[config.mk]
export PLATFORM = sky130hd
export DESIGN_NAME = rgb_led_crossfader_core
export DESIGN_NICKNAME = d
export VERILOG_FILES = /design/src/rtl/rlc_pkg.sv /design/src/rtl/rlc_ctrl.sv /design/src/rtl/rlc_datapath.sv /design/src/rtl/rgb_led_crossfader_core.sv
export SDC_FILE = /design/constraint.sdc
export NUM_CORES = 1
export LEC_CHECK = 0
export ABC_CLOCK_PERIOD_IN_PS = 7190
export CORE_AREA = 2 2 206 208
export DETAILED_ROUTE_END_ITERATION = 8
export DIE_AREA = 0 0 208 210
export DONT_BUFFER_PORTS = 1
export GPL_ROUTABILITY_DRIVEN = 0
export GPL_TIMING_DRIVEN = 0
export SETUP_SLACK_MARGIN = 0.4
export SLEW_MARGIN = 10
export SYNTH_ARGS = -nofsm -noshare
export SYNTH_HDL_FRONTEND = slang
export SYNTH_HIERARCHICAL = 1
export SYNTH_SLANG_ARGS = --single-unit
[constraint.sdc]
create_clock -name i_clk -period 7.19 [get_ports i_clk]
set_clock_uncertainty 0.2 [all_clocks]
set_input_delay 1.438 -clock i_clk [delete_from_list [all_inputs] [get_ports i_clk]]
set_output_delay 1.438 -clock i_clk [all_outputs]
set_load 0.01 [all_outputs]
[src/rtl/rlc_pkg.sv]
`timescale 1ns / 1ps
`default_nettype none

package rlc_pkg;

    localparam int NUM_CH     = 3;
    localparam int LEVEL_W    = 8;
    localparam int PROD_W     = 16;
    localparam int TRANS_W    = 16;
    localparam int MS_W       = 17;
    localparam int IN_DATA_W  = 56;
    localparam int IN_USER_W  = 1;
    localparam int OUT_DATA_W = 32;

    localparam logic [MS_W-1:0]    MS_MAX    = 17'd131071;
    localparam logic [LEVEL_W-1:0] LEVEL_MAX = 8'd255;

    // opcode values carried in tuser
    localparam logic OP_TICK = 1'b0;
    localparam logic OP_CMD  = 1'b1;

    typedef logic [1:0] t_chan;
    localparam t_chan CH_FIRST = 2'd0;
    localparam t_chan CH_LAST  = 2'd2;

    typedef enum logic [2:0] {
        ST_IDLE,
        ST_TICK,
        ST_MUL,
        ST_TGT,
        ST_DIV,
        ST_STW,
        ST_FIN,
        ST_EMIT
    } t_state;

    // controller to datapath
    typedef struct packed {
        logic  latch;
        logic  tick;
        logic  mul;
        logic  tgt;
        logic  div_step;
        logic  stw;
        logic  fin;
        logic  out_load;
        t_chan chan;
    } t_cmd;

    // datapath to controller
    typedef struct packed {
        logic opcode;
        logic immediate;
        logic tick_emit;
        logic need_div;
        logic div_last;
        logic out_free;
    } t_stat;

endpackage

`default_nettype wire

[src/rtl/rlc_ctrl.sv]
`timescale 1ns / 1ps
`default_nettype none

module rlc_ctrl (
    input  wire            i_clk,
    input  wire            i_rst_n,
    input  wire            i_in_valid,
    output logic           o_in_ready,
    input  rlc_pkg::t_stat i_stat,
    output rlc_pkg::t_cmd  o_cmd
);

    rlc_pkg::t_state r_state, n_state;
    rlc_pkg::t_chan  r_chan, n_chan;

    always_ff @(posedge i_clk) begin
        if (!i_rst_n) begin
            r_state <= rlc_pkg::ST_IDLE;
            r_chan  <= rlc_pkg::CH_FIRST;
        end else begin
            r_state <= n_state;
            r_chan  <= n_chan;
        end
    end

    // next state
    always_comb begin
        n_state = r_state;
        n_chan  = r_chan;
        unique case (r_state)
            rlc_pkg::ST_IDLE: begin
                if (i_in_valid) begin
                    n_chan  = rlc_pkg::CH_FIRST;
                    n_state = rlc_pkg::ST_MUL;
                end
            end
            rlc_pkg::ST_TICK: begin
                n_state = i_stat.tick_emit ? rlc_pkg::ST_EMIT : rlc_pkg::ST_IDLE;
            end
            rlc_pkg::ST_MUL: begin
                n_state = rlc_pkg::ST_TGT;
            end
            rlc_pkg::ST_TGT: begin
                if (i_stat.need_div) begin
                    n_state = rlc_pkg::ST_DIV;
                end else if (r_chan == rlc_pkg::CH_LAST) begin
                    n_state = rlc_pkg::ST_FIN;
                end else begin
                    n_chan  = r_chan + 2'd1;
                    n_state = rlc_pkg::ST_MUL;
                end
            end
            rlc_pkg::ST_DIV: begin
                if (i_stat.div_last) begin
                    n_state = rlc_pkg::ST_STW;
                end
            end
            rlc_pkg::ST_STW: begin
                if (r_chan == rlc_pkg::CH_LAST) begin
                    n_state = rlc_pkg::ST_FIN;
                end else begin
                    n_chan  = r_chan + 2'd1;
                    n_state = rlc_pkg::ST_MUL;
                end
            end
            rlc_pkg::ST_FIN: begin
                n_state = i_stat.immediate ? rlc_pkg::ST_EMIT : rlc_pkg::ST_IDLE;
            end
            rlc_pkg::ST_EMIT: begin
                if (i_stat.out_free) begin
                    n_state = rlc_pkg::ST_IDLE;
                end
            end
            default: n_state = rlc_pkg::ST_IDLE;
        endcase
        // a tick skips the colour sequence
        if (r_state == rlc_pkg::ST_IDLE && i_in_valid && i_stat.opcode == rlc_pkg::OP_TICK) begin
            n_state = rlc_pkg::ST_TICK;
        end
    end

    // outputs
    always_comb begin
        o_cmd      = '0;
        o_cmd.chan = r_chan;
        o_in_ready = 1'b0;
        unique case (r_state)
            rlc_pkg::ST_IDLE: begin
                o_in_ready  = 1'b1;
                o_cmd.latch = i_in_valid;
            end
            rlc_pkg::ST_TICK: o_cmd.tick     = 1'b1;
            rlc_pkg::ST_MUL:  o_cmd.mul      = 1'b1;
            rlc_pkg::ST_TGT:  o_cmd.tgt      = 1'b1;
            rlc_pkg::ST_DIV:  o_cmd.div_step = 1'b1;
            rlc_pkg::ST_STW:  o_cmd.stw      = 1'b1;
            rlc_pkg::ST_FIN:  o_cmd.fin      = 1'b1;
            rlc_pkg::ST_EMIT: o_cmd.out_load = i_stat.out_free;
            default: o_cmd.out_load = 1'b0;
        endcase
    end

endmodule

`default_nettype wire

[src/rtl/rlc_datapath.sv]
`timescale 1ns / 1ps
`default_nettype none

module rlc_datapath #(
    parameter int FADE_STEPS = 1020
) (
    input  wire                              i_clk,
    input  wire                              i_rst_n,
    input  wire [rlc_pkg::IN_DATA_W-1:0]     i_in_data,
    input  wire [rlc_pkg::IN_USER_W-1:0]     i_in_user,
    input  wire                              i_out_ready,
    output logic                             o_out_valid,
    output logic [rlc_pkg::OUT_DATA_W-1:0]   o_out_data,
    input  rlc_pkg::t_cmd                    i_cmd,
    output rlc_pkg::t_stat                   o_stat
);

    localparam int QW  = $clog2(FADE_STEPS + 1);
    localparam int IW  = $clog2(FADE_STEPS + 2);
    localparam int DCW = $clog2(QW);
    localparam int LW  = rlc_pkg::LEVEL_W;
    localparam int MW  = rlc_pkg::MS_W;

    // latched item
    logic                       r_op;
    logic [LW-1:0]              r_comp [rlc_pkg::NUM_CH];
    logic [LW-1:0]              r_bright;
    logic                       r_on;
    logic [rlc_pkg::TRANS_W-1:0] r_tr;

    // fade state
    logic [LW-1:0]              r_cur  [rlc_pkg::NUM_CH];
    logic [QW-1:0]              r_mag  [rlc_pkg::NUM_CH];
    logic                       r_neg  [rlc_pkg::NUM_CH];
    logic [QW-1:0]              r_cnt  [rlc_pkg::NUM_CH];
    logic [IW-1:0]              r_idx;
    logic [rlc_pkg::MS_W-1:0]   r_ms;
    logic                       r_fade;

    // shared arithmetic
    logic [rlc_pkg::PROD_W-1:0] r_prod;
    logic [LW-1:0]              r_rem;
    logic [LW-1:0]              r_dvs;
    logic [QW-1:0]              r_dnd;
    logic [QW-1:0]              r_quo;
    logic [DCW-1:0]             r_dcnt;
    logic                       r_dneg;

    // output register
    logic                          r_ovalid;
    logic [rlc_pkg::OUT_DATA_W-1:0] r_odata;

    logic [rlc_pkg::PROD_W:0]  w_qsum;
    logic [LW-1:0]             w_tgt_new;
    logic [LW-1:0]             w_cur_sel;
    logic [LW:0]               w_diff;
    logic [LW:0]               w_diff_neg;
    logic [LW-1:0]             w_absd;
    logic                      w_imm;
    logic [LW:0]               w_trial;
    logic                      w_ge;
    logic [rlc_pkg::MS_W-1:0]  w_ms_next;
    logic                      w_qual;
    logic                      w_do_step;
    logic [LW-1:0]             w_cur_adv [rlc_pkg::NUM_CH];
    logic [QW-1:0]             w_cnt_adv [rlc_pkg::NUM_CH];

    assign w_imm = (r_tr == '0);

    // x / 255 for x up to 255 * 255, the largest product
    assign w_qsum    = {1'b0, r_prod} + {9'd0, r_prod[rlc_pkg::PROD_W-1:8]} + 17'd1;
    assign w_tgt_new = w_qsum[15:8];

    assign w_cur_sel  = r_cur[i_cmd.chan];
    assign w_diff     = {1'b0, w_tgt_new} - {1'b0, w_cur_sel};
    assign w_diff_neg = '0 - w_diff;
    assign w_absd     = w_diff[LW] ? w_diff_neg[LW-1:0] : w_diff[LW-1:0];

    // one restoring division bit
    assign w_trial = {r_rem, r_dnd[QW-1]};
    assign w_ge    = (w_trial >= {1'b0, r_dvs});

    assign w_ms_next = (r_ms == rlc_pkg::MS_MAX) ? r_ms : r_ms + MW'(1);
    assign w_qual    = r_fade && (w_ms_next > {1'b0, r_tr});
    assign w_do_step = w_qual && !(r_idx > IW'(FADE_STEPS));

    // per-channel fade step, counter tracks index modulo step
    always_comb begin
        logic [QW:0] cnt_inc;
        for (int c = 0; c < rlc_pkg::NUM_CH; c++) begin
            cnt_inc      = {1'b0, r_cnt[c]} + {{QW{1'b0}}, 1'b1};
            w_cur_adv[c] = r_cur[c];
            w_cnt_adv[c] = r_cnt[c];
            if (r_mag[c] != '0) begin
                if (r_cnt[c] == '0) begin
                    if (r_neg[c]) begin
                        w_cur_adv[c] = (r_cur[c] == '0) ? r_cur[c] : r_cur[c] - LW'(1);
                    end else begin
                        w_cur_adv[c] = (r_cur[c] == rlc_pkg::LEVEL_MAX) ? r_cur[c]
                                                                        : r_cur[c] + LW'(1);
                    end
                end
                w_cnt_adv[c] = (cnt_inc == {1'b0, r_mag[c]}) ? '0 : cnt_inc[QW-1:0];
            end
        end
    end

    // control state
    always_ff @(posedge i_clk) begin
        if (!i_rst_n) begin
            r_tr     <= '0;
            r_idx    <= '0;
            r_ms     <= '0;
            r_fade   <= 1'b0;
            r_ovalid <= 1'b0;
            for (int c = 0; c < rlc_pkg::NUM_CH; c++) begin
                r_cur[c] <= '0;
                r_mag[c] <= '0;
                r_neg[c] <= 1'b0;
                r_cnt[c] <= '0;
            end
        end else begin
            if (i_cmd.latch && i_in_user[0] == rlc_pkg::OP_CMD) begin
                r_tr <= i_in_data[48:33];
            end
            if (i_cmd.tick) begin
                r_ms <= w_do_step ? '0 : w_ms_next;
                if (w_qual && !w_do_step) begin
                    r_fade <= 1'b0;
                end
                if (w_do_step) begin
                    r_idx <= r_idx + IW'(1);
                    for (int c = 0; c < rlc_pkg::NUM_CH; c++) begin
                        r_cur[c] <= w_cur_adv[c];
                        r_cnt[c] <= w_cnt_adv[c];
                    end
                end
            end
            if (i_cmd.tgt) begin
                if (w_imm) begin
                    r_cur[i_cmd.chan] <= w_tgt_new;
                end else begin
                    r_mag[i_cmd.chan] <= '0;
                    r_cnt[i_cmd.chan] <= '0;
                end
            end
            if (i_cmd.stw) begin
                r_mag[i_cmd.chan] <= r_quo;
                r_neg[i_cmd.chan] <= r_dneg;
                r_cnt[i_cmd.chan] <= '0;
            end
            if (i_cmd.fin) begin
                r_fade <= !w_imm;
                if (!w_imm) begin
                    r_idx <= '0;
                end
            end
            if (i_cmd.out_load) begin
                r_ovalid <= 1'b1;
            end else if (i_out_ready) begin
                r_ovalid <= 1'b0;
            end
        end
    end

    // payload registers
    always_ff @(posedge i_clk) begin
        if (i_cmd.latch) begin
            r_op     <= i_in_user[0];
            r_comp[0] <= i_in_data[7:0];
            r_comp[1] <= i_in_data[15:8];
            r_comp[2] <= i_in_data[23:16];
            r_bright <= i_in_data[31:24];
            r_on     <= i_in_data[32];
        end
        if (i_cmd.mul) begin
            r_prod <= r_on ? {8'd0, r_comp[i_cmd.chan]} * {8'd0, r_bright} : '0;
        end
        if (i_cmd.tgt) begin
            r_rem  <= '0;
            r_dvs  <= w_absd;
            r_dnd  <= QW'(FADE_STEPS);
            r_quo  <= '0;
            r_dcnt <= DCW'(QW - 1);
            r_dneg <= w_diff[LW];
        end
        if (i_cmd.div_step) begin
            r_rem  <= w_ge ? LW'(w_trial - {1'b0, r_dvs}) : w_trial[LW-1:0];
            r_quo  <= {r_quo[QW-2:0], w_ge};
            r_dnd  <= {r_dnd[QW-2:0], 1'b0};
            r_dcnt <= r_dcnt - DCW'(1);
        end
        if (i_cmd.out_load) begin
            r_odata <= {7'd0, r_fade, ~r_cur[2], ~r_cur[1], ~r_cur[0]};
        end
    end

    assign o_out_valid = r_ovalid;
    assign o_out_data  = r_odata;

    // the opcode is looked at on the accept edge, before the latch
    assign o_stat.opcode    = i_cmd.latch ? i_in_user[0] : r_op;
    assign o_stat.immediate = w_imm;
    assign o_stat.tick_emit = w_do_step;
    assign o_stat.need_div  = !w_imm && (w_diff != '0);
    assign o_stat.div_last  = (r_dcnt == '0);
    assign o_stat.out_free  = !r_ovalid || i_out_ready;

endmodule

`default_nettype wire

[src/rtl/rgb_led_crossfader_core.sv]
// results: a tick yields one only when it makes a fade step, an immediate colour command always,
// both held back while the output register still holds an unaccepted result
// fading colour command: busy through the channel steps and the step divider, no result
// throughput: one item at a time; a fading command also divides per channel
// (bit-serial step divider shared by the channels)
// reset: synchronous active-low i_rst_n clears levels, steps, counters, output valid
`timescale 1ns / 1ps
`default_nettype none

module rgb_led_crossfader_core #(
    parameter int FADE_STEPS = 1020
) (
    input  wire        i_clk,
    input  wire        i_rst_n,
    // slave side, one transfer per tick or colour command
    input  wire        s_axis_tvalid,
    output logic       s_axis_tready,
    // cmd_red[7:0], cmd_green[15:8], cmd_blue[23:16], cmd_brightness[31:24],
    // cmd_on[32], cmd_transition_ms[48:33], zero fill to 56
    input  wire [55:0] s_axis_tdata,
    // opcode[0]: tick or colour command
    input  wire [0:0]  s_axis_tuser,
    // master side, one transfer per result
    output logic       m_axis_tvalid,
    input  wire        m_axis_tready,
    // pwm_red[7:0], pwm_green[15:8], pwm_blue[23:16], fading[24], zero fill to 32
    output logic [31:0] m_axis_tdata
);

    rlc_pkg::t_cmd  w_cmd;
    rlc_pkg::t_stat w_stat;

    // sequencer: walks the three channels through multiply, scale and divide
    rlc_ctrl u_ctrl (
        .i_clk      (i_clk),
        .i_rst_n    (i_rst_n),
        .i_in_valid (s_axis_tvalid),
        .o_in_ready (s_axis_tready),
        .i_stat     (w_stat),
        .o_cmd      (w_cmd)
    );

    // levels, steps, shared multiplier and divider, output register
    rlc_datapath #(
        .FADE_STEPS (FADE_STEPS)
    ) u_datapath (
        .i_clk       (i_clk),
        .i_rst_n     (i_rst_n),
        .i_in_data   (s_axis_tdata),
        .i_in_user   (s_axis_tuser),
        .i_out_ready (m_axis_tready),
        .o_out_valid (m_axis_tvalid),
        .o_out_data  (m_axis_tdata),
        .i_cmd       (w_cmd),
        .o_stat      (w_stat)
    );

`ifndef SYNTH
    // a result is never loaded over one that still waits
    a_no_overwrite: assert property (@(posedge i_clk) disable iff (!i_rst_n)
        w_cmd.out_load |-> (!m_axis_tvalid || m_axis_tready))
        else $error("result loaded while output still pending");

    // only one datapath operation per cycle
    a_one_op: assert property (@(posedge i_clk) disable iff (!i_rst_n)
        $onehot0({w_cmd.latch, w_cmd.tick, w_cmd.mul, w_cmd.tgt,
                  w_cmd.div_step, w_cmd.stw, w_cmd.fin, w_cmd.out_load}))
        else $error("conflicting datapath operations");

    // an accepted item is worked on before the next one is taken
    a_busy_after_accept: assert property (@(posedge i_clk) disable iff (!i_rst_n)
        (s_axis_tvalid && s_axis_tready) |=> !s_axis_tready)
        else $error("input accepted while previous item in progress");

    // a load always makes the output valid
    a_load_valid: assert property (@(posedge i_clk) disable iff (!i_rst_n)
        w_cmd.out_load |=> m_axis_tvalid)
        else $error("output not valid after load");
`endif

endmodule

`default_nettype wire
==> metrics <==
critical path's most frequent cell fa_1; Clock Sinks 259; Worst Hold Launch u_datapath/r_idx[6]; EDFF count, synth 175; dpl cells 2191; drt wl/cell 17.13 um; row count 75; CP peak stage delay 0.61 ns; multi-input logic area 0.008581 sq mm; synth unique cells 86; # IOs 95; CTS tree yes; Fill cells 3960; Longest Clk Path Bufs 3; GRT overflow 0; Netlist Area Pre-Place 0.01643 sq mm; global-route wire length before repair 62300 um; core area 0.04148 sq mm; Worst VDD drop 0.0002474 V; leakage power 7.131 nW; Required @ worst endpoint 7.28 ns; Hold Crit Class flip-flop to flip-flop; Post-CTS Setup Bufs 0; setup TNS 0 ns; most common cell after layout, fill and taps aside edfxtp_1; Worst-Skew Late Latency 0.54 ns; Post-route DRC 0; share of layout cells above drive strength 1 0.07935; Slowest cell on crit path o21ai_1; setup slack, reg-to-reg 0.83 ns; Avg Inst Size Synth 10.00 sq um; Hold Crit Endpoint u_datapath/r_idx[6]; sequential-to-total area share from yosys stat 0.4223; cell count of the worst hold path 2; DRT iter0 DRCs 843; max_cap viols 0; via count 12240; largest cells by area after synthesis edfxtp_1, dfxtp_1, ha_1, fa_1, xnor2_1; initial antenna violation count 1; share of the synthesized area in the top cell type 0.3199; post-layout min period 6.359 ns; Tot GR Track Use 0.1764; CTS clk-pin slew, worst paths 0.06 ns; Storage cell area 0.006937 sq mm; RR Startpoint u_ctrl/r_chan[0]; Worst EP arrival 6.44 ns; Worst Tran Pin Value 1.183 ns; slew margin rel. 0.2028; IO Port Bufs 0; Primary FF master, synth edfxtp_1; post-route ant nets 0; CTS Buf Count 34; P_int 3.972 mW; Reg power frac 0.312; # diodes 0; reg2reg end u_datapath/r_prod[14]; Total Power 6.206 mW; most frequent cells in the layout edfxtp_1, inv_1, nand2_1; max-slew violation count 0; cell taking the most area after synthesis edfxtp_1; vias per cell 5.433; final wirelength 38600 um; number of global-route vias before repair 12012; RSZ-0062 raised after global routing false; Buf/Inv on CP 5; crit-path max FO 10; DP HPWL 28880 um; Final #Nets 1895; cells on worst reg2reg path 18; DIE AREA 0.04368 sq mm; Setup CP Type flip-flop to flip-flop; pin count of the biggest net entering global routing 34; outcome complete, no violations; Die X 208 um; final worst slack 0.8314 ns; CP endpoint kind flip-flop; DP Worst Slack 0.4194 ns; crit path launch type flip-flop; Final Setup Violations 0; Area Growth Syn to Fin 11.65%; Synth warnings 6; PwrDens 338.4 mW/mm^2; switching share of total power 0.3600; Comb power frac 0.408; final hold vios 0; Pre-Repair DR Iteration Count 5; FF+latch count, synth 259; DIE HEIGHT 210 um; Non-Filler Instances 2253; fin crit share 0.8844; Synth Instances 1642; Clk pwr share 0.280; Initial Util 0.3960; ys async rst share 0; clk root buf clkbuf_16; achievable frequency 157.3 MHz; top cell family by delay on the critical path adder cells; H-Tree Level Count 2; CP cell instances clkbuf_1, clkbuf_2, mux2i_1, o21ai_1, nand2_1, fa_1, inv_1, fa_1, inv_1, fa_1, inv_1, fa_1, ha_1, a2111oi_0, o31ai_1, o41ai_1, xnor2_1, and2_1; NetSw 2.234 mW
sequential cells by signal, summed over array words and instances (netlist names), 16 cells and up:
signal	count
u_datapath/r_ms	17
u_datapath/r_comp	24
u_datapath/r_cnt	30
u_datapath/r_mag	30
u_datapath/r_tr	16
u_datapath/r_cur	32
u_datapath/r_prod	16
u_datapath/o_out_data	25
how the worst max path moves through the flow:
| stage | cells after the start | slack (ns) | end | startpoint |
|---|---|---|---|---|
| 2_1_floorplan | 19 | 1.68 | u_datapath/r_prod[14] | u_ctrl/r_chan[0] |
| 3_3_place_gp | 21 | 0.56 | u_datapath/r_prod[14] | u_ctrl/r_chan[0] |
| 3_5_place_dp | 21 | 0.42 | u_datapath/r_prod[14] | u_ctrl/r_chan[0] |
| 4_1_cts | 21 | 0.66 | u_datapath/r_prod[14] | u_ctrl/r_chan[1] |
| 5_1_grt | 18 | 0.40 | u_datapath/r_prod[14] | u_ctrl/r_chan[0] |
| 6_report | 18 | 0.83 | u_datapath/r_prod[14] | u_ctrl/r_chan[0] |
per-stage QoR:
stage / hold slack [ns] / cell area [sq um] / utilization
finish: 0.2701 / 18340 / 0.4422
global route: 0.3105 / 18340 / 0.4422
CTS: 0.2791 / 18330 / 0.4420
detailed placement: 0.2711 / 17180 / 0.4142
global placement: 0.2559 / 17120 / 0.4128
floorplan: 0.2163 / 16450 / -
layer usage:
layer | part of all wire | track usage | routed length, um
met1 | 0.44 | 0.2293 | 17080
met5 | 0 | 0 | 0
met4 | 0.029 | 0.06016 | 1134
met3 | 0.064 | 0.03725 | 2459
met2 | 0.46 | 0.2930 | 17930
kinds of logic (layout without fill, tap and decap cells):
kind of cell | after synthesis | after routing | synth area share
simple gates | 564 | 564 | 0.1834
compound gates | 297 | 297 | 0.1223
flops | 259 | 259 | 0.4223
buf+inv | 234 | 300 | 0.05797
fa+ha+maj | 147 | 147 | 0.1306
xor+xnor | 110 | 110 | 0.05865
mux | 30 | 30 | 0.02460
other cells | 1 | 7 | 0.0002283
cell usage after synthesis (all sizes together), types with 8 or more instances:
master  instances
xor2           34
mux4            8
nand2         160
o21ai          66
dfxtp          84
nand4          32
nor4           24
o21a           17
or4             8
ha            105
nor2           65
o311ai         10
a32o           10
nor2b          23
and3           21
and2           78
nand2b         20
nor3           30
inv           172
mux2i          19
a21oi          63
fa             41
buf            31
a21o           16
o31ai           8
a21boi         24
o22ai          26
xnor2          76
nand3          57
edfxtp        175
clkbuf         31
or3            12
worst reg2reg max path, stage by stage, from the launching register on:
cell       delay [ns]
dfxtp_1          0.36
clkbuf_1         0.38
clkbuf_2         0.45
mux2i_1          0.14
o21ai_1          0.61
nand2_1          0.16
fa_1             0.51
inv_1            0.06
fa_1             0.53
inv_1            0.06
fa_1             0.52
inv_1            0.05
fa_1             0.47
ha_1             0.25
a2111oi_0        0.52
o31ai_1          0.22
o41ai_1          0.37
xnor2_1          0.11
and2_1           0.17
power groups by stage:
stage / sequential, mW / clock [mW] / combinational [mW]
final: 1.94 / 1.74 / 2.53
after global placement: 1.97 / 0 / 2.48
after CTS: 1.94 / 1.79 / 2.56
after detailed placement: 1.97 / 0 / 2.52
after global routing: 1.95 / 1.84 / 2.88
after floorplan: 1.93 / 0 / 1.98
what timing repair did:
| item | 4_1_cts | 5_1_grt |
|---|---|---|
| hold buffers | 0 | 0 |
| resized for setup | 2 | 4 |
| endpoints found under the hold margin | 0 | 0 |
| endpoints found under the setup margin | 1 | 1 |
area by class of cell:
type                            instances  share of cell area
Inverter                              172             0.03520
Tap cell                              539             0.03677
Multi-Input combinational cell       1155              0.4679
Buffer                                 62             0.01699
Sequential cell                       259              0.3782
Clock buffer                           42             0.05028
Clock inverter                         20             0.01248
Timing Repair Buffer                    4            0.002183
Power figures use the tool's default switching activity.
